`src/rtl/lj_pair_energy_cutoff_shift_unit_assert.svh`:
```
// Assertion macros shared by the pair energy unit
`ifndef LJ_PAIR_ENERGY_CUTOFF_SHIFT_UNIT_ASSERT_SVH
`define LJ_PAIR_ENERGY_CUTOFF_SHIFT_UNIT_ASSERT_SVH

// condition and consequence in the same cycle
`define LJPE_ASSERT_NOW(lbl, ante, cons) \
    lbl: assert property (@(posedge i_clk) disable iff (!i_rst_n) (ante) |-> (cons)) \
        else $error("pair energy unit: assertion failed");

// consequence in the cycle after the condition
`define LJPE_ASSERT_NEXT(lbl, ante, cons) \
    lbl: assert property (@(posedge i_clk) disable iff (!i_rst_n) (ante) |=> (cons)) \
        else $error("pair energy unit: assertion failed");

`endif

```
`src/rtl/ljpe_pkg.sv`:
```
// Types, constants and step functions of the pair energy unit
package ljpe_pkg;

    localparam int SEP_W      = 24;
    localparam int R_W        = 48;
    localparam int Q_W        = 64;
    localparam int P_W        = 20;
    localparam int C_W        = 23;
    localparam int WIDX_W     = 2;
    localparam int NUM_WORDS  = 3;
    localparam int TERM_W     = 64;
    localparam int DIV_STEPS  = 64;
    localparam int FIFO_DEPTH = 4;
    localparam int K_CAL      = 12;
    localparam int K_PAIR     = 36;

    localparam logic [WIDX_W-1:0] CFG_FIRST_FIRST   = 2'd0;
    localparam logic [WIDX_W-1:0] CFG_FIRST_SECOND  = 2'd1;
    localparam logic [WIDX_W-1:0] CFG_SECOND_SECOND = 2'd2;

    localparam logic [Q_W-1:0]           ONE_Q32  = 64'h0000_0001_0000_0000;
    localparam logic signed [TERM_W-1:0] TERM_LIM = 64'sh4000_0000_0000_0000;
    localparam logic signed [31:0]       E_MAX    = 32'sh7FFF_FFFF;
    localparam logic signed [31:0]       E_MIN    = 32'sh8000_0000;

    typedef struct packed {
        logic signed [SEP_W-1:0] sep_x;
        logic signed [SEP_W-1:0] sep_y;
        logic signed [SEP_W-1:0] sep_z;
        logic                    kind_a;
        logic                    kind_b;
    } t_in;

    typedef struct packed {
        logic signed [31:0] pair_energy;
        logic               saturated;
    } t_out;

    // one request in the back end; lo holds the dividend bits and collects the quotient
    typedef struct packed {
        logic              cal;
        logic [WIDX_W-1:0] widx;
        logic              shift;
        logic [P_W-1:0]    p;
        logic              zero;
        logic              far;
        logic              clip;
        logic [R_W-1:0]    den;
        logic [R_W-1:0]    rem;
        logic [Q_W-1:0]    lo;
    } t_bk;

    // one restoring division step
    function automatic t_bk f_div_step(input t_bk a);
        t_bk          b;
        logic [R_W:0] acc;
        logic         qb;
        acc = {a.rem, a.lo[Q_W-1]};
        qb  = (acc >= {1'b0, a.den});
        if (qb) begin
            acc = acc - {1'b0, a.den};
        end
        b     = a;
        b.rem = acc[R_W-1:0];
        b.lo  = {a.lo[Q_W-2:0], qb};
        return b;
    endfunction

    // set up the next division: quotient times 2^k over the same divisor
    function automatic t_bk f_prep(input t_bk a);
        t_bk            b;
        logic [R_W-1:0] r0;
        b = a;
        if (a.cal) begin
            r0   = R_W'(a.lo[Q_W-1:Q_W-K_CAL]);
            b.lo = {a.lo[Q_W-K_CAL-1:0], {K_CAL{1'b0}}};
        end else begin
            r0   = R_W'(a.lo[Q_W-1:Q_W-K_PAIR]);
            b.lo = {a.lo[Q_W-K_PAIR-1:0], {K_PAIR{1'b0}}};
        end
        b.rem  = r0;
        // quotient would reach 2^64
        b.clip = a.clip | (r0 >= a.den);
        return b;
    endfunction

endpackage

```
`src/rtl/ljpe_fifo.sv`:
```
// Short request queue between front and back end
module ljpe_fifo
    import ljpe_pkg::*;
(
    input  logic i_clk,
    input  logic i_rst_n,
    input  logic i_push,
    input  t_bk  i_item,
    input  logic i_pop,
    output t_bk  o_item,
    output logic o_empty,
    output logic o_full,
    output logic [$clog2(FIFO_DEPTH+1)-1:0] o_count
);

    localparam int PTR_W = $clog2(FIFO_DEPTH);
    localparam int CNT_W = $clog2(FIFO_DEPTH+1);

    t_bk              r_mem [FIFO_DEPTH];
    logic [PTR_W-1:0] r_wp, r_rp;
    logic [CNT_W-1:0] r_cnt;

    assign o_empty = (r_cnt == '0);
    assign o_full  = (r_cnt == CNT_W'(FIFO_DEPTH));
    assign o_count = r_cnt;
    assign o_item  = r_mem[r_rp];

    always_ff @(posedge i_clk) begin
        if (!i_rst_n) begin
            r_wp  <= '0;
            r_rp  <= '0;
            r_cnt <= '0;
        end else begin
            if (i_push) begin
                r_wp <= r_wp + 1'b1;
            end
            if (i_pop) begin
                r_rp <= r_rp + 1'b1;
            end
            if (i_push && !i_pop) begin
                r_cnt <= r_cnt + 1'b1;
            end else if (!i_push && i_pop) begin
                r_cnt <= r_cnt - 1'b1;
            end
        end
    end

    always_ff @(posedge i_clk) begin
        if (i_push) begin
            r_mem[r_wp] <= i_item;
        end
    end

endmodule

```
`config.mk`:
```
export PLATFORM = sky130hd
export DESIGN_NAME = ljpe_fifo
export DESIGN_NICKNAME = d
export VERILOG_FILES = /design/src/rtl/lj_pair_energy_cutoff_shift_unit_assert.svh /design/src/rtl/ljpe_pkg.sv /design/src/rtl/ljpe_fifo.sv
export SDC_FILE = /design/constraint.sdc
export NUM_CORES = 1
export LEC_CHECK = 0
export BUFFER_PORTS_ARGS = -buffer_cell sky130_fd_sc_hd__buf_2
export CORE_ASPECT_RATIO = 0.6
export CORE_UTILIZATION = 30
export CTS_BUF_LIST = sky130_fd_sc_hd__clkbuf_8
export DETAILED_ROUTE_END_ITERATION = 8
export PLACE_DENSITY = 0.45
export REMOVE_ABC_BUFFERS = 1
export SYNTH_ARGS = -nofsm -noshare
export SYNTH_HDL_FRONTEND = slang
export SYNTH_SLANG_ARGS = --single-unit
```
`constraint.sdc`:
```
create_clock -name i_clk -period 16 [get_ports i_clk]
set_input_delay 0.8 -clock i_clk [delete_from_list [all_inputs] [get_ports i_clk]]
set_output_delay 0.8 -clock i_clk [all_outputs]
set_load 0.03 [all_outputs]
```
[Word level (Yosys, flattened, before mapping)]
Memories as Yosys holds them, arrays and structs flattened. A register that Yosys moved wholly into a read port is not among the register bits.
Cells that the tools add are included.
W data, S select, Z words.
Word-level totals
  logic and storage cells: 21
  memories kept: 1
  output and inout port bits: 192
  RAM bits: 748
  register bits after elaboration: 7
Cells by class
  reduce and logical (&&, ||, !) cells: 6
  equality and inequality tests: 1
  multiplexer cells: 6
  $add $sub $neg: 4
Memory list
  r_mem: words 4, width 187, rd ports 1, clocked after Yosys merged registers in 1, wr ports 1, line ljpe_fifo.sv:19  | t_bk r_mem [FIFO_DEPTH];
Operators with widths (count)
  $mux W3: 2
  $add A2 B1 Y2 const B: 2
  $mux W2: 2
  $add A3 B1 Y3 const B: 1
  $eq A3 B3 Y1 const B: 1
  $logic_not A3 Y1: 1
  $sub A3 B1 Y3 const B: 1
  $logic_and A1 B1 Y1: 2
  $logic_not A1 Y1: 2
  $mux W1: 2
  $reduce_bool A2 Y1: 1

[Depth between registers and ports, before layout]
Gate-level depths: netlist of the first run.
  depth in word-level cells: 4
  depth in mapped cells: 7
  gate-level depth less buffers: 7

[Worst setup path before layout of the first run]
OpenSTA, ideal clock, no wires.
  kind: input port to flip-flop
  start point: in i_push
  end point: mem r_mem[0][0] (netlist bit) (enable)
  setup slack: 10383 ps
  stages: 1
  setup time: 569 ps
  required time: 15431 ps
  data arrival time: 5048 ps
  buffers on the path: 0
  cells stage by stage: and2_1
On the way
  cells in the longest elaborated chain, start to end: 2
Ends and longest elaborated chain
  start: declaration: line ljpe_fifo.sv:7  | input logic i_push,
  $mux W1: line ljpe_fifo.sv:49  | if (i_push) begin
  $mux W1 (not written as such): line ljpe_fifo.sv:50  | r_mem[r_wp] <= i_item;
  end: declaration: line ljpe_fifo.sv:19
No other way between the ends.

==> flow_summary.yaml, run 1 <==
route:
  drc_errors: 0
  via_per_inst: 4.37
  drt_wl_total_um: 58800
  drt.antenna.violating_nets: 0
  drt_iter0_markers: 489
  vias: 12262
  avgRoutedWirePerCell_um: 21.0
  firstDrtPassIters: 4
final_layout:
  final_nets: 1687
  area_growth_pct: 19.3
  fillers: 8357
  fin_area_um2: 32700
  drive_gt1_frac: 0.456
grt:
  grt_use_total: 0.127
  grt_pass1_wl_um: 86300
  grt_pass1_vias: 13153
  antenna_found_initial: 18
  grt_max_degree: 135
  grt_overflow: 0
clock_network:
  ctsRootBufferMaster: "clkbuf_8"
  postCtsHoldBufs: 0
  clockBufferDepth: 3
  clkSinkCount: 757
  cts_setup_buffers: 0
  path_clk_slew_ns: 0.06
  cts_buffers: 113
  ctsHtreeMaxLevel: 3
  cts_resized: 0
  cts_tree: "done"
  insertion_delay_ns: 0.74
yosys:
  yosysWarnings: 0
  syn_inst: 1020
  ys_seq_area_frac: 0.826
  synth-seq-cells: 757
  synth_area_um2: 27400
  synth_cell_types: 20
  syn_area_per_cell_um2: 26.9
sta:
  hold_violations: 0
  rsz0062_at_grt: "false"
  setup_viol: 0
  finalCritPeriodShare: 0.301
  finalSetupTns_ns: 0
  slew_headroom: 0.290
  fmax_mhz: 208
  tightest_slew_ns: 1.06
  min_period_ns: 4.81
  slew_violations: 0
  fin_worst_skew_ns: 0.0359
power:
  p_leak_nw: 10.9
  ir_drop_uv: 64.8
  power_density_nw_per_um2: 130
die:
  dieArea_um2: 92700
  io-pin-count: 383
  die_x_um: 392
  std_cell_rows: 85
  start_util: 0.304
  core_area_um2: 90100
  dieHeight_um: 236
critical_path:
  critPathMaxFanout: 49
  worstSetupStartpointType: "flip-flop"
  reg2reg_depth: 4
  crit_type: "reg2out"
  critPathArrivalTime_ns: 4.01
  cp-end-kind: "output pin"
  worstPathRequired_ns: 15.20
min_path:
  min_path_cells: 1
  hold_path.class: "in2reg"
outcome:
  status: "finished clean"
placement:
  gp_congestion: 0.700
  postPlaceCellArea_um2: 30700
  port-buffer-count: 382
  post-dp-hpwl_um: 33600
flow_run:
  cap_violations: 0
layout by cell type, fill, tap and decap left out, drive strengths merged:
| master | count |
|---|---|
| nor3 | 1 |
| or3 | 1 |
| and2 | 9 |
| xor2 | 3 |
| ha | 5 |
| buf | 397 |
| nand2 | 1 |
| bufinv | 1 |
| dfxtp | 9 |
| inv | 46 |
| clkinv | 51 |
| xnor2 | 2 |
| clkbuf | 113 |
| diode | 3 |
| fa | 1 |
| mux4 | 187 |
| mux2i | 2 |
| nor2b | 2 |
| nor3b | 1 |
| a21boi | 1 |
| o21ai | 1 |
| edfxtp | 748 |
per-stage QoR:
| stage | util | total power, mW | cells | hold WS [ns] | setup WS, ns |
|---|---|---|---|---|---|
| 2_1_floorplan | - | 2.74 | 978 | 0.528 | 6.57 |
| 3_3_place_gp | 0.341 | 2.89 | 2593 | 0.531 | 11.77 |
| 3_5_place_dp | 0.341 | 2.89 | 2593 | 0.552 | 11.80 |
| 4_1_cts | 0.363 | 4.33 | 2800 | 0.131 | 10.90 |
| 5_1_grt | 0.363 | 4.44 | 2800 | 0.159 | 10.73 |
| 6_report | 0.363 | 4.24 | 2803 | 0.269 | 11.19 |
synth_stat cells:
library cell,n,area [um2]
dfxtp_1,9,180
o21ai_0,1,5.00
nand2_1,1,3.75
edfxtp_1,748,22500
xnor2_1,2,17.5
xor2_1,3,26.3
and2_1,9,56.3
buf_2,20,100
nor3b_1,1,7.51
clkbuf_1,6,22.5
mux2i_1,2,20.0
nor2b_1,2,12.5
buf_6,16,180
a21boi_0,1,7.51
or3_1,1,6.26
nor3_1,1,5.00
ha_1,5,62.6
inv_1,4,15.0
fa_1,1,20.0
mux4_2,187,4210
kinds of logic (layout without fill, tap and decap cells):
logic type,Yosys count,count (layout),share of synthesized area
xor gates and xnor gates,5,5,0.00160
DFF,757,757,0.826
AOI/OAI and AO/OA,2,2,0.000456
other,0,3,0
and+or+nand+nor,15,15,0.00333
muxes,189,189,0.154
adders and majority gates,6,6,0.00301
buffers and inverters,46,608,0.0116
final timing paths:
path,startpoint,end,slack [ns]
max reg2reg,r_wp[0],r_mem[2][80],13.32
max,flip-flop,o_item[96],11.19
min reg2reg,o_count[2],o_count[2],0.56
min,i_item[90],r_mem[1][90],0.27
worst max-delay path, cell delays in order (launching register included):
cell,delay [ns]
dfxtp_4,0.67
buf_4,0.67
buf_4,0.89
mux4_2,0.66
buf_2,0.20
metal layers:
metal | GRT usage | wire length (um) | part of all wire
met2 | 0.200 | 28000 | 0.48
met5 | 0 | 143 | 0.0024
met3 | 0.0502 | 4450 | 0.076
met1 | 0.161 | 25000 | 0.43
met4 | 0.0378 | 1190 | 0.020
cell type report:
cell class,count,area [um2],share of cell area
Antenna cell,3,7.51,0.000230
Timing Repair Buffer,397,2050,0.0627
Multi-Input combinational cell,217,4470,0.137
Tap cell,1218,1520,0.0466
Sequential cell,757,22600,0.693
Clock buffer,113,1560,0.0476
Clock inverter,94,429,0.0131
Inverter,4,15.0,0.000459
sequential cells by signal, summed over array words and instances (netlist names), named ones only:
name     count
o_count      3
r_mem      748
r_rp         2
r_wp         2
power by group:
part	leakage, nW	internal, mW	switching (mW)	total [mW]
Combinational	2.75	0.182	0.346	0.529
Sequential	6.95	2.28	0.0257	2.31
Clock	1.17	0.675	0.732	1.41
Total	10.9	3.14	1.10	4.24
Note: power is estimated with default switching activity, not from simulation.
==> inputs of run 2 (changes only) <==
clock period = 4.85 ns   (was 16 ns; I/O delays follow)
==> flow_summary.yaml, run 2 (synthesized netlist as in run 1, its figures left out) <==
sta:
  slew_violations: 0
  fmax_mhz: 313
  tightest_slew_ns: 0.892
  rsz0062_at_grt: "false"
  finalCritPeriodShare: 0.659
  slew_headroom: 0.405
  min_period_ns: 3.20
  fin_worst_skew_ns: 0.0490
  setup_viol: 0
  hold_violations: 0
critical_path:
  cpMaxStageDelayCell: "dfxtp_4"
  path_cells: "buf_12 > mux4_2 > buf_2"
  crit_buf_inv: 2
  cp_slowest_stage_delay_ns: 0.94
  worstPathRequired_ns: 4.61
  worstSetupStartpointType: "flip-flop"
  crit_type: "reg2out"
  critPathTopFamily: "flip-flops"
  critPathArrivalTime_ns: 2.95
  cp-end-kind: "output pin"
  critPathMaxFanout: 43
grt:
  antenna_found_initial: 6
  grt_pass1_wl_um: 88700
  grt_max_degree: 104
  grt_overflow: 0
  grt_use_total: 0.129
  grt_pass1_vias: 14406
placement:
  gp_congestion: 0.682
  post-dp-hpwl_um: 33600
  port-buffer-count: 382
  postPlaceCellArea_um2: 30900
final_layout:
  fin_area_um2: 34800
  most-common-layout-cells: "edfxtp_1, buf_2, dlygate4sd3_1, mux4_2, clkbuf_8"
  postLayoutCoreUtil: 0.387
  final_common_cell: "edfxtp_1"
  final_nets: 1882
  drive_gt1_frac: 0.410
  largest_reg_flops: 748
  area_growth_pct: 27.0
  top_register: "r_mem"
die:
  dieHeight_um: 236
  die_x_um: 392
  core_area_um2: 90100
  start_util: 0.304
  io-pin-count: 383
  std_cell_rows: 85
  dieArea_um2: 92700
power:
  switching_share: 0.258
  ir_drop_uv: 214
  power_density_nw_per_um2: 410
  p_seq_frac: 0.534
  power_frac_comb: 0.132
  clockPowerShare: 0.334
  p_leak_nw: 11.7
  internal_power_mw: 10.6
  switchingPower_mw: 3.68
clock_network:
  cts_resized: 0
  insertion_delay_ns: 0.77
  clkSinkCount: 757
  cts_buffers: 116
  ctsHtreeMaxLevel: 3
  cts_tree: "done"
  path_clk_slew_ns: 0.06
  ctsRootBufferMaster: "clkbuf_8"
  clockBufferDepth: 3
route:
  highest_layer: "met5"
  wl_met1_um: 25500
  drt_iter0_markers: 483
  drc_errors: 0
  drt_wl_total_um: 59700
  via_per_inst: 4.33
  vias: 12979
  firstDrtPassIters: 4
  drt.antenna.violating_nets: 0
  avgRoutedWirePerCell_um: 19.9
  route.met2.wl_um: 29200
  dr_wl_met3_um: 4120
outcome:
  status: "finished clean"
min_path:
  hold_path.class: "in2reg"
flow_run:
  cap_violations: 0
## run 2: changes by cell type in the layout (fill, tap and decap cells not counted), sizes merged
cell	change
buf	+2
clkbuf	+7
clkinv	-9
clkinvlp	+1
diode	+1
dlygate4sd3	+190
inv	+1
## run 2: layout make-up
cell class | count | area (um2)
tap | 1218 | 1520
antenna | 4 | 10.0
fill | 8262 | 55300
inverter | 4 | 15.0
clock buffer | 120 | 1650
clock inverter | 87 | 404
multi-input combinational | 217 | 4470
timing repair buffer | 589 | 4100
sequential | 757 | 22600
## run 2: what timing repair did
| action | in CTS | in global routing |
|---|---|---|
| endpoints found under the hold margin | 757 | 0 |
| hold buffers | 190 | 0 |
| setup buffers | 0 | 0 |
## run 2: final timing paths
path,from,to,slack (ns),cells past startpoint
setup / recovery,flip-flop,o_item[73],1.65,3
hold / removal,i_item[61],r_mem[0][61],0.23,2
hold reg to reg,o_count[2],o_count[2],0.56,2
setup reg to reg,r_wp[0],r_mem[0][73],2.67,4
## run 2: per-layer routing
layer,up-vias,GRT usage
met5,-,0
met4,4,0.0349
met3,89,0.0481
met2,308,0.209
met1,6784,0.162
li1,5794,-
## run 2: worst register-to-register path, delay by kind of cell, from the launching register on
kind / cells / cell delay (ns)
buffers and inverters: 2 / 0.52
flip-flops: 1 / 0.34
adder cells (fa/ha/maj): 1 / 0.15
AND/OR/NAND/NOR: 1 / 0.67
## run 2: per-stage QoR
stage | hold WS [ns] | worst slack (ns) | std cells | total power, mW | setup TNS (ns)
6_report | 0.228 | 1.65 | 2996 | 14.3 | 0
5_1_grt | 0.117 | 1.37 | 2995 | 14.9 | 0
4_1_cts | 0.0935 | 1.44 | 2992 | 14.6 | 0
3_5_place_dp | 0.459 | 2.29 | 2595 | 9.57 | 0
3_3_place_gp | 0.451 | 2.29 | 2595 | 9.54 | 0
2_1_floorplan | 0.341 | -4.02 | 978 | 9.02 | -1132.25
## run 2: power by group through the flow
stage / Clock, mW / Combinational (mW) / Sequential (mW)
floorplan: 0 / 1.15 / 7.87
finish: 4.77 / 1.88 / 7.62
CTS: 5.00 / 1.94 / 7.63
detailed placement: 0 / 1.80 / 7.77
global placement: 0 / 1.79 / 7.75
global route: 5.26 / 2.01 / 7.65
