### config.mk
export PLATFORM = sky130hd
export DESIGN_NAME = ljpe_front
export DESIGN_NICKNAME = d
export VERILOG_FILES = /design/src/rtl/lj_pair_energy_cutoff_shift_unit_assert.svh /design/src/rtl/ljpe_pkg.sv /design/src/rtl/ljpe_front.sv
export SDC_FILE = /design/constraint.sdc
export NUM_CORES = 2
export LEC_CHECK = 0
export BUFFER_PORTS_ARGS = -buffer_cell sky130_fd_sc_hd__buf_4
export CAP_MARGIN = 20
export CORE_UTILIZATION = 35
export CTS_CLUSTER_DIAMETER = 60
export DETAILED_ROUTE_END_ITERATION = 8
export SETUP_SLACK_MARGIN = 0.02
export SYNTH_ARGS = -nofsm -noshare
export SYNTH_HDL_FRONTEND = slang
export SYNTH_SLANG_ARGS = --single-unit
### constraint.sdc
create_clock -name i_clk -period 13.7 [get_ports i_clk]
set_input_delay 0.685 -clock i_clk [delete_from_list [all_inputs] [get_ports i_clk]]
set_output_delay 0.685 -clock i_clk [all_outputs]
set_load 0.03 [all_outputs]
### src/rtl/lj_pair_energy_cutoff_shift_unit_assert.svh
// Assertion macros shared by the pair energy unit
`ifndef LJ_PAIR_ENERGY_CUTOFF_SHIFT_UNIT_ASSERT_SVH
`define LJ_PAIR_ENERGY_CUTOFF_SHIFT_UNIT_ASSERT_SVH

// condition and consequence in the same cycle
`define LJPE_ASSERT_NOW(lbl, ante, cons) \
    lbl: assert property (@(posedge i_clk) disable iff (!i_rst_n) (ante) |-> (cons)) \
        else $error("pair energy unit: assertion failed");

// consequence in the cycle after the condition
`define LJPE_ASSERT_NEXT(lbl, ante, cons) \
    lbl: assert property (@(posedge i_clk) disable iff (!i_rst_n) (ante) |=> (cons)) \
        else $error("pair energy unit: assertion failed");

`endif

### src/rtl/ljpe_pkg.sv
// Types, constants and step functions of the pair energy unit
package ljpe_pkg;

    localparam int SEP_W      = 24;
    localparam int R_W        = 48;
    localparam int Q_W        = 64;
    localparam int P_W        = 20;
    localparam int C_W        = 23;
    localparam int WIDX_W     = 2;
    localparam int NUM_WORDS  = 3;
    localparam int TERM_W     = 64;
    localparam int DIV_STEPS  = 64;
    localparam int FIFO_DEPTH = 4;
    localparam int K_CAL      = 12;
    localparam int K_PAIR     = 36;

    localparam logic [WIDX_W-1:0] CFG_FIRST_FIRST   = 2'd0;
    localparam logic [WIDX_W-1:0] CFG_FIRST_SECOND  = 2'd1;
    localparam logic [WIDX_W-1:0] CFG_SECOND_SECOND = 2'd2;

    localparam logic [Q_W-1:0]           ONE_Q32  = 64'h0000_0001_0000_0000;
    localparam logic signed [TERM_W-1:0] TERM_LIM = 64'sh4000_0000_0000_0000;
    localparam logic signed [31:0]       E_MAX    = 32'sh7FFF_FFFF;
    localparam logic signed [31:0]       E_MIN    = 32'sh8000_0000;

    typedef struct packed {
        logic signed [SEP_W-1:0] sep_x;
        logic signed [SEP_W-1:0] sep_y;
        logic signed [SEP_W-1:0] sep_z;
        logic                    kind_a;
        logic                    kind_b;
    } t_in;

    typedef struct packed {
        logic signed [31:0] pair_energy;
        logic               saturated;
    } t_out;

    // one request in the back end; lo holds the dividend bits and collects the quotient
    typedef struct packed {
        logic              cal;
        logic [WIDX_W-1:0] widx;
        logic              shift;
        logic [P_W-1:0]    p;
        logic              zero;
        logic              far;
        logic              clip;
        logic [R_W-1:0]    den;
        logic [R_W-1:0]    rem;
        logic [Q_W-1:0]    lo;
    } t_bk;

    // one restoring division step
    function automatic t_bk f_div_step(input t_bk a);
        t_bk          b;
        logic [R_W:0] acc;
        logic         qb;
        acc = {a.rem, a.lo[Q_W-1]};
        qb  = (acc >= {1'b0, a.den});
        if (qb) begin
            acc = acc - {1'b0, a.den};
        end
        b     = a;
        b.rem = acc[R_W-1:0];
        b.lo  = {a.lo[Q_W-2:0], qb};
        return b;
    endfunction

    // set up the next division: quotient times 2^k over the same divisor
    function automatic t_bk f_prep(input t_bk a);
        t_bk            b;
        logic [R_W-1:0] r0;
        b = a;
        if (a.cal) begin
            r0   = R_W'(a.lo[Q_W-1:Q_W-K_CAL]);
            b.lo = {a.lo[Q_W-K_CAL-1:0], {K_CAL{1'b0}}};
        end else begin
            r0   = R_W'(a.lo[Q_W-1:Q_W-K_PAIR]);
            b.lo = {a.lo[Q_W-K_PAIR-1:0], {K_PAIR{1'b0}}};
        end
        b.rem  = r0;
        // quotient would reach 2^64
        b.clip = a.clip | (r0 >= a.den);
        return b;
    endfunction

endpackage

### src/rtl/ljpe_front.sv
// Front end: pair words, input acceptance, squared distance and classification
module ljpe_front
    import ljpe_pkg::*;
#(
    parameter int NUM_TYPES = 2
) (
    input  logic              i_clk,
    input  logic              i_rst_n,
    input  logic              i_cfg_we,
    input  logic [WIDX_W-1:0] i_cfg_idx,
    input  logic [63:0]       i_cfg_data,
    input  logic              i_in_valid,
    output logic              o_in_ready,
    input  t_in               i_in_data,
    input  logic              i_push_ok,
    output logic              o_push,
    output t_bk               o_item
);

    logic [63:0]          r_word [NUM_WORDS];
    logic [NUM_WORDS-1:0] r_pend, n_pend;

    logic              r_f1_v, r_f1_cal;
    logic [WIDX_W-1:0] r_f1_widx;
    logic [63:0]       r_f1_word;
    logic [SEP_W-1:0]  r_f1_ax, r_f1_ay, r_f1_az;

    logic                r_f2_v, r_f2_cal;
    logic [WIDX_W-1:0]   r_f2_widx;
    logic [63:0]         r_f2_word;
    logic [2*SEP_W-1:0]  r_f2_sx, r_f2_sy, r_f2_sz;

    logic              w_en, w_cal_go, w_acc, w_cfg_hit, w_ka, w_kb;
    logic [WIDX_W-1:0] w_cal_idx, w_kind_idx, w_sel;
    logic [R_W-1:0]    w_r2;
    logic [C_W-1:0]    w_c;

    function automatic logic [SEP_W-1:0] f_mag(input logic signed [SEP_W-1:0] v);
        return v[SEP_W-1] ? (~v + 1'b1) : v;
    endfunction

    assign w_en       = !r_f2_v || i_push_ok;
    assign w_cal_go   = w_en && (r_pend != '0);
    assign o_in_ready = w_en && (r_pend == '0);
    assign w_acc      = i_in_valid && o_in_ready;

    // types beyond the range fold onto the last type
    assign w_ka       = (NUM_TYPES > 1) ? i_in_data.kind_a : 1'b0;
    assign w_kb       = (NUM_TYPES > 1) ? i_in_data.kind_b : 1'b0;
    assign w_kind_idx = {1'b0, w_ka} + {1'b0, w_kb};

    always_comb begin
        if (r_pend[0]) begin
            w_cal_idx = CFG_FIRST_FIRST;
        end else if (r_pend[1]) begin
            w_cal_idx = CFG_FIRST_SECOND;
        end else begin
            w_cal_idx = CFG_SECOND_SECOND;
        end
    end

    assign w_sel = w_cal_go ? w_cal_idx : w_kind_idx;

    always_comb begin
        case (i_cfg_idx)
            CFG_FIRST_FIRST, CFG_FIRST_SECOND, CFG_SECOND_SECOND: w_cfg_hit = i_cfg_we;
            default: w_cfg_hit = 1'b0;
        endcase
    end

    // a written pair word gets its cutoff term recomputed through the back end
    always_comb begin
        n_pend = r_pend;
        if (w_cal_go) begin
            n_pend = n_pend & ~(3'b001 << w_cal_idx);
        end
        if (w_cfg_hit) begin
            n_pend = n_pend | (3'b001 << i_cfg_idx);
        end
    end

    always_ff @(posedge i_clk) begin
        if (!i_rst_n) begin
            r_pend <= '0;
            r_f1_v <= 1'b0;
            r_f2_v <= 1'b0;
            for (int i = 0; i < NUM_WORDS; i++) begin
                r_word[i] <= '0;
            end
        end else begin
            r_pend <= n_pend;
            if (w_cfg_hit) begin
                r_word[i_cfg_idx] <= i_cfg_data;
            end
            if (w_en) begin
                r_f1_v <= w_acc || w_cal_go;
                r_f2_v <= r_f1_v;
            end
        end
    end

    always_ff @(posedge i_clk) begin
        if (w_en) begin
            r_f1_cal  <= w_cal_go;
            r_f1_widx <= w_sel;
            r_f1_word <= r_word[w_sel];
            r_f1_ax   <= f_mag(i_in_data.sep_x);
            r_f1_ay   <= f_mag(i_in_data.sep_y);
            r_f1_az   <= f_mag(i_in_data.sep_z);
            r_f2_cal  <= r_f1_cal;
            r_f2_widx <= r_f1_widx;
            r_f2_word <= r_f1_word;
            r_f2_sx   <= (2*SEP_W)'(r_f1_ax) * (2*SEP_W)'(r_f1_ax);
            r_f2_sy   <= (2*SEP_W)'(r_f1_ay) * (2*SEP_W)'(r_f1_ay);
            r_f2_sz   <= (2*SEP_W)'(r_f1_az) * (2*SEP_W)'(r_f1_az);
        end
    end

    assign w_r2 = R_W'(r_f2_sx) + R_W'(r_f2_sy) + R_W'(r_f2_sz);
    assign w_c  = r_f2_word[62:40];

    always_comb begin
        o_item       = '0;
        o_item.cal   = r_f2_cal;
        o_item.widx  = r_f2_widx;
        o_item.shift = r_f2_word[63];
        o_item.p     = r_f2_word[19:0];
        o_item.zero  = (w_r2 == '0);
        o_item.far   = w_r2 > R_W'({w_c, 16'h0000});
        o_item.clip  = 1'b0;
        o_item.den   = r_f2_cal ? R_W'(w_c) : w_r2;
        o_item.rem   = '0;
        o_item.lo    = {r_f2_word[39:20], 44'h0};
    end

    assign o_push = r_f2_v && i_push_ok;

endmodule

* Word level (Yosys, flattened, before mapping)
Memory sizes are Yosys's and may differ from the RTL's. A register that Yosys moved wholly into a read port is not among the register bits.
Index checks and enable logic that the tools add are counted.
** Storage, ports and cells
- ROM bits :: 0
- Input port bits :: 145
- Memories kept :: 1
- Output and inout port bits :: 189
- Register bits after elaboration :: 291
- Bits in writable memories :: 192
- Logic and storage cells :: 68
- Latch bits :: 0
** Operators by class
- Div/mod/pow operators :: 0
- Mux-type cells :: 17
- Reduce and logical (&&, ||, !) cells :: 13
- Multiply operators :: 3
- Bitwise gates (word level) :: 6
- Add/subtract/negate cells :: 6
- Eq/ne operators :: 2
- $lt $le $gt $ge :: 1
- Shift-type cells :: 2
** Memory list
- r_word :: depth 3, bits a word 64, rd ports 1, clocked after Yosys merged registers in 1, wr ports 3, RTL line ljpe_front.sv:20 : logic [63:0] r_word [NUM_WORDS];
** Operators by type and width (number)
- multiplier 24 x 24 -> 48 bit :: 3
- adder 48 bit :: 2
- adder 24 x 1 -> 24 bit (second input constant) :: 3
- NOT 24 bit :: 3
- two-way mux 23 bit :: 3
- two-way mux 64 bit :: 1
- OR reduction 64 bit :: 1
- > comparator 48 x 39 -> 1 bit :: 1
- zero test 48 bit :: 1
- two-way mux 48 bit :: 1
- two-way mux 2 bit :: 4
- two-way mux 1 bit :: 6
- two-way mux 3 bit :: 2
- << shifter 1 x 2 -> 3 bit (first input constant) :: 2
- logical AND 1 bit :: 4
- bitwise AND 3 bit :: 1
- zero test 3 bit :: 1
- NOT 3 bit :: 1
- bitwise OR 3 bit :: 1
- nonzero test 3 bit :: 1
- OR reduction 3 bit :: 1
- adder 1 x 1 -> 2 bit :: 1
- equality test 2 x 1 -> 1 bit (second input constant) :: 1
- equality test 2 bit (second input constant) :: 1
- 3 further kinds :: 4

* Longest topological paths before layout
- Depth in word-level cells :: 8
- Depth in mapped cells :: 29
- Gate-level depth less buffers :: 28

* Worst setup path before layout
OpenSTA, ideal clock, no wires.
- Kind :: input-to-reg
- Start :: input i_push_ok
- End :: register r_f1_word[10] (read register of r_word) (data pin)
- Arrival :: 9.570 ns
- Stages on the path :: 9
- Library setup time :: 0.152 ns
- Buffers on the path :: 2
- Path slack :: 3.978 ns
- Required time :: 13.548 ns
- Cells stage by stage :: nor2b_1 > inv_1 > o21ai_0 > a22oi_1 > clkbuf_1 > clkbuf_1 > nand2_1 > and3_1 > a31oi_1
** On the way
- Word-level cells in the longest chain between the ends :: 3
** RTL lines
- start, declared :: RTL line ljpe_front.sv:15 : input logic i_push_ok,
- logical OR 1 bit (*) :: RTL line ljpe_front.sv:42 : assign w_en = !r_f2_v || i_push_ok;
- via w_en :: RTL line ljpe_front.sv:33 : logic w_en, w_cal_go, w_acc, w_cfg_hit, w_ka, w_kb;
- logical AND 1 bit :: RTL line ljpe_front.sv:43 : assign w_cal_go = w_en && (r_pend != '0);
- two-way mux 2 bit :: RTL line ljpe_front.sv:62 : assign w_sel = w_cal_go ? w_cal_idx : w_kind_idx;
- end, declared :: RTL line ljpe_front.sv:25 : logic [63:0] r_f1_word;
The timed path passes the listed nets; every way through them passes the cells marked *.
A chain may end at the register's enable or synchronous reset.

* Worst setup path in the final report
- Start :: register r_f1_ax[17]
- End :: register r_f2_sx[46] (data pin)
** On the way
- Word-level cells in the longest chain between the ends :: 1
** RTL lines
- start, declared :: RTL line ljpe_front.sv:26 : logic [SEP_W-1:0] r_f1_ax, r_f1_ay, r_f1_az;
- start signal, assigned :: RTL line ljpe_front.sv:107 : r_f1_ax <= f_mag(i_in_data.sep_x);
- multiplier 24 x 24 -> 48 bit :: RTL line ljpe_front.sv:113 : r_f2_sx <= (2*SEP_W)'(r_f1_ax) * (2*SEP_W)'(r_f1_ax);
- end signal, assigned :: RTL line ljpe_front.sv:113
- end, declared :: RTL line ljpe_front.sv:31 : logic [2*SEP_W-1:0] r_f2_sx, r_f2_sy, r_f2_sz;
Every way passes these cells.

==> results.md <==
- Yosys warnings: 0
- Max frequency: 118 MHz
- Fill cells: 21200
- NumNets Final: 9793
- Layout cells sized above 1: 6.37%
- Max-cap violations: 0
- Top cells by area, synth: fa_1 (34%), edfxtp_1 (24%), ha_1 (9.8%), inv_1 (9.0%), and2_1 (4.4%)
- Antenna cells: 0
- Most frequent cell after synthesis: inv_1
- Tcrit/Tclk final: 61.9%
- Initial Utilization: 35.3%
- CP max-delay cell: edfxtp_1
- Post-synth top flop: edfxtp_1
- Required time worst endpoint: 14120 ps
- Async set or reset register ratio after synthesis: 0%
- Post-synthesis average cell area: 10.2 µm²
- Crit-path most repeated cell: fa_1
- GRT Total Usage: 18.4%
- CP peak stage delay: 1040 ps
- CP bufs+invs: 5
- Area growth syn-to-layout: 9.63%
- Hold-fix buffers, CTS: 0
- Post-route clock skew: 63.9 ps
- H-tree depth: 3
- Status: completed
- Final ANT Viol Nets: 0
- Post-Syn Area: 76900 µm²
- Cell variety after synth: 85
- Min cycle time layout: 8480 ps
- Chip width: 471 µm
- Clk_lat worst skew: 730 ps
- Worst hold path type: input port to flop
- Clk slew on worst S/H paths: 60 ps
- Vias per Instance: 4.73
- PostCTS Resize Cnt: 0
- Drt first pass iters: 5
- Final setup fails: 0
- DR WL/cell: 18.5 µm
- Arrival @ worst endpoint: 8900 ps
- Total number of vias: 50400
- DR iter-0 viols: 3009
- Critical Path, Cell by Cell: nand2_1, fa_1, inv_1, fa_1, inv_1, fa_1, fa_1, inv_1, fa_1, fa_1, inv_1, fa_1, inv_1, ha_1, and3_1, nand3_1, nand4b_1, a311oi_1, nor3_1, o31ai_2, nand3_1, o21a_1, o211ai_1, xor2_1
- Antenna violations before repair: 10
- Dpl hpwl: 153000 µm
- Number of flops mapped to enable cells by yosys: 603
- Synth Instances: 7556
- Setup bufs post-CTS: 0
- Final Hold Fails: 0
- Drc violations: 0
- Post-synth top area cell: fa_1
- Grt ovf: 0
- Post-synth top area share: 34.2%
- Crit Path Max Fanout: 24
- CTS sink cnt: 608
- Largest net degree at the start of global routing: 92
- TNS Setup: 0 ps
- Crit start category: flop
- Setup crit end kind: flop
- RSZ-0062 raised after global routing: false
- Post-Route WL: 197000 µm
- Worst-Margin Slew: 1130 ps
- Vias in the first global route: 55400
- Max-slew headroom: 24.0%
- Die height: 471 µm
- Num CTS Buffers: 84
- Routability cong.: 0.889
- Kind of critical path: flop to flop
- CORE AREA: 218000 µm²
- Ports: 334
- Clock root buffer: clkbuf_16
- First-pass GRT wire length: 317000 µm
- Count of input and output buffers: 240
- Max-slew violations: 0
- Die area: 222000 µm²
- Worst-case clock buffer depth: 3
- Delay-heaviest family, CP: adder cells
- Commonest cells in the netlist: inv_1 (1840), fa_1 (1313), nand2_1 (843)
- #FFs+latches synth: 608
- Site row count: 171
- CTS tree: built
- Seq/Total Area, Yosys: 23.7%
[layout by cell type (no fill, tap or decap), drive strengths merged, types with 15 or more instances in the layout]
master,n
clkinv,33
xor2,67
inv,1849
nor2b,43
a21oi,162
ha,602
o21bai,25
nand4,29
nand3,33
a211oi,16
a21o,96
and2,536
o211ai,18
buf,310
nand2,843
a31oi,86
o21a,34
edfxtp,603
xnor2,201
o21ai,121
clkbuf,94
nor2,168
o41ai,15
or3,17
fa,1313
nand2b,30
nor3,31
and3,76
o31ai,24
conb,160
[path summary, 6_finish.rpt]
path	from	end	slack [ps]	cells past startpoint
worst max-delay path	r_f1_ax[17]$_DFFE_PP_	r_f2_sx[46]$_DFFE_PP_	5220	24
worst min-delay path	i_cfg_data[19]	r_word[3][19]$_DFFE_PP_	160	1
worst max register to register	r_f1_ax[17]$_DFFE_PP_	r_f2_sx[46]$_DFFE_PP_	5220	24
worst min register to register	r_f1_word[41]$_DFFE_PP_	r_f2_word[41]$_DFFE_PP_	410	0
[layout make-up]
class | instances | area, µm² | share of cell area (%)
inverter | 1840 | 6920 | 8.21
sequential | 608 | 18200 | 21.6
clock inverter | 57 | 622 | 0.738
timing repair buffer | 310 | 2370 | 2.82
tap | 2854 | 3570 | 4.24
clock buffer | 94 | 2140 | 2.54
multi-input combinational | 4889 | 50500 | 59.9
[worst register-to-register path: stages, from the launching register on]
cell	delay, ps
edfxtp_1	1040
nand2_1	270
fa_1	620
inv_1	60
fa_1	550
inv_1	60
fa_1	460
fa_1	540
inv_1	50
fa_1	500
fa_1	500
inv_1	60
fa_1	490
inv_1	50
ha_1	370
and3_1	220
nand3_1	120
nand4b_1	260
a311oi_1	620
nor3_1	210
o31ai_2	380
nand3_1	190
o21a_1	250
o211ai_1	220
xor2_1	90
[per-layer routing]
metal	global-route usage [%]	wire length (µm)	vias up
li1	-	-	23300
met1	23.5	83400	25600
met2	30.4	94000	1138
met3	3.32	10700	299
met4	7.64	9140	18
met5	0	126	-
[sequential cells by signal, indices dropped and copies added (netlist names)]
name       flops
r_word       256
r_f1_word     64
r_f2_word     64
r_f2_sx       47
r_f2_sy       47
r_f2_sz       47
r_f1_ax       24
r_f1_ay       24
r_f1_az       24
r_pend         3
r_f1_widx      2
r_f2_widx      2
r_f1_cal       1
r_f1_v         1
r_f2_cal       1
r_f2_v         1
[cells by family (layout without fill, tap and decap cells)]
family / Yosys count / count (layout) / synth area share (%)
compound gates: 658 / 658 / 5.58
xor+xnor: 268 / 268 / 3.05
fa+ha+maj: 1915 / 1915 / 44.0
buf+inv: 2218 / 2301 / 11.5
flops: 608 / 608 / 23.7
mux: 14 / 14 / 0.195
other cells: 1 / 160 / 0.00488
simple gates: 1874 / 1874 / 12.0
[stage by stage]
stage                     hold slack (ps)  util (%)  instances  setup slack (ps)  instance area (µm²)
final                                 156      38.7      10700              5220                84300
after global routing                  121      38.7      10700              4870                84300
after CTS                            85.2      38.7      10600              5260                84200
after global placement                401      37.4      10500              5490                81500
after floorplan                       400         -       7715              3980                77500
after detailed placement              406      37.4      10500              5390                81500
Power is not shown: default switching activity piles up to over one toggle a cycle in this logic, so the estimate is an artifact.
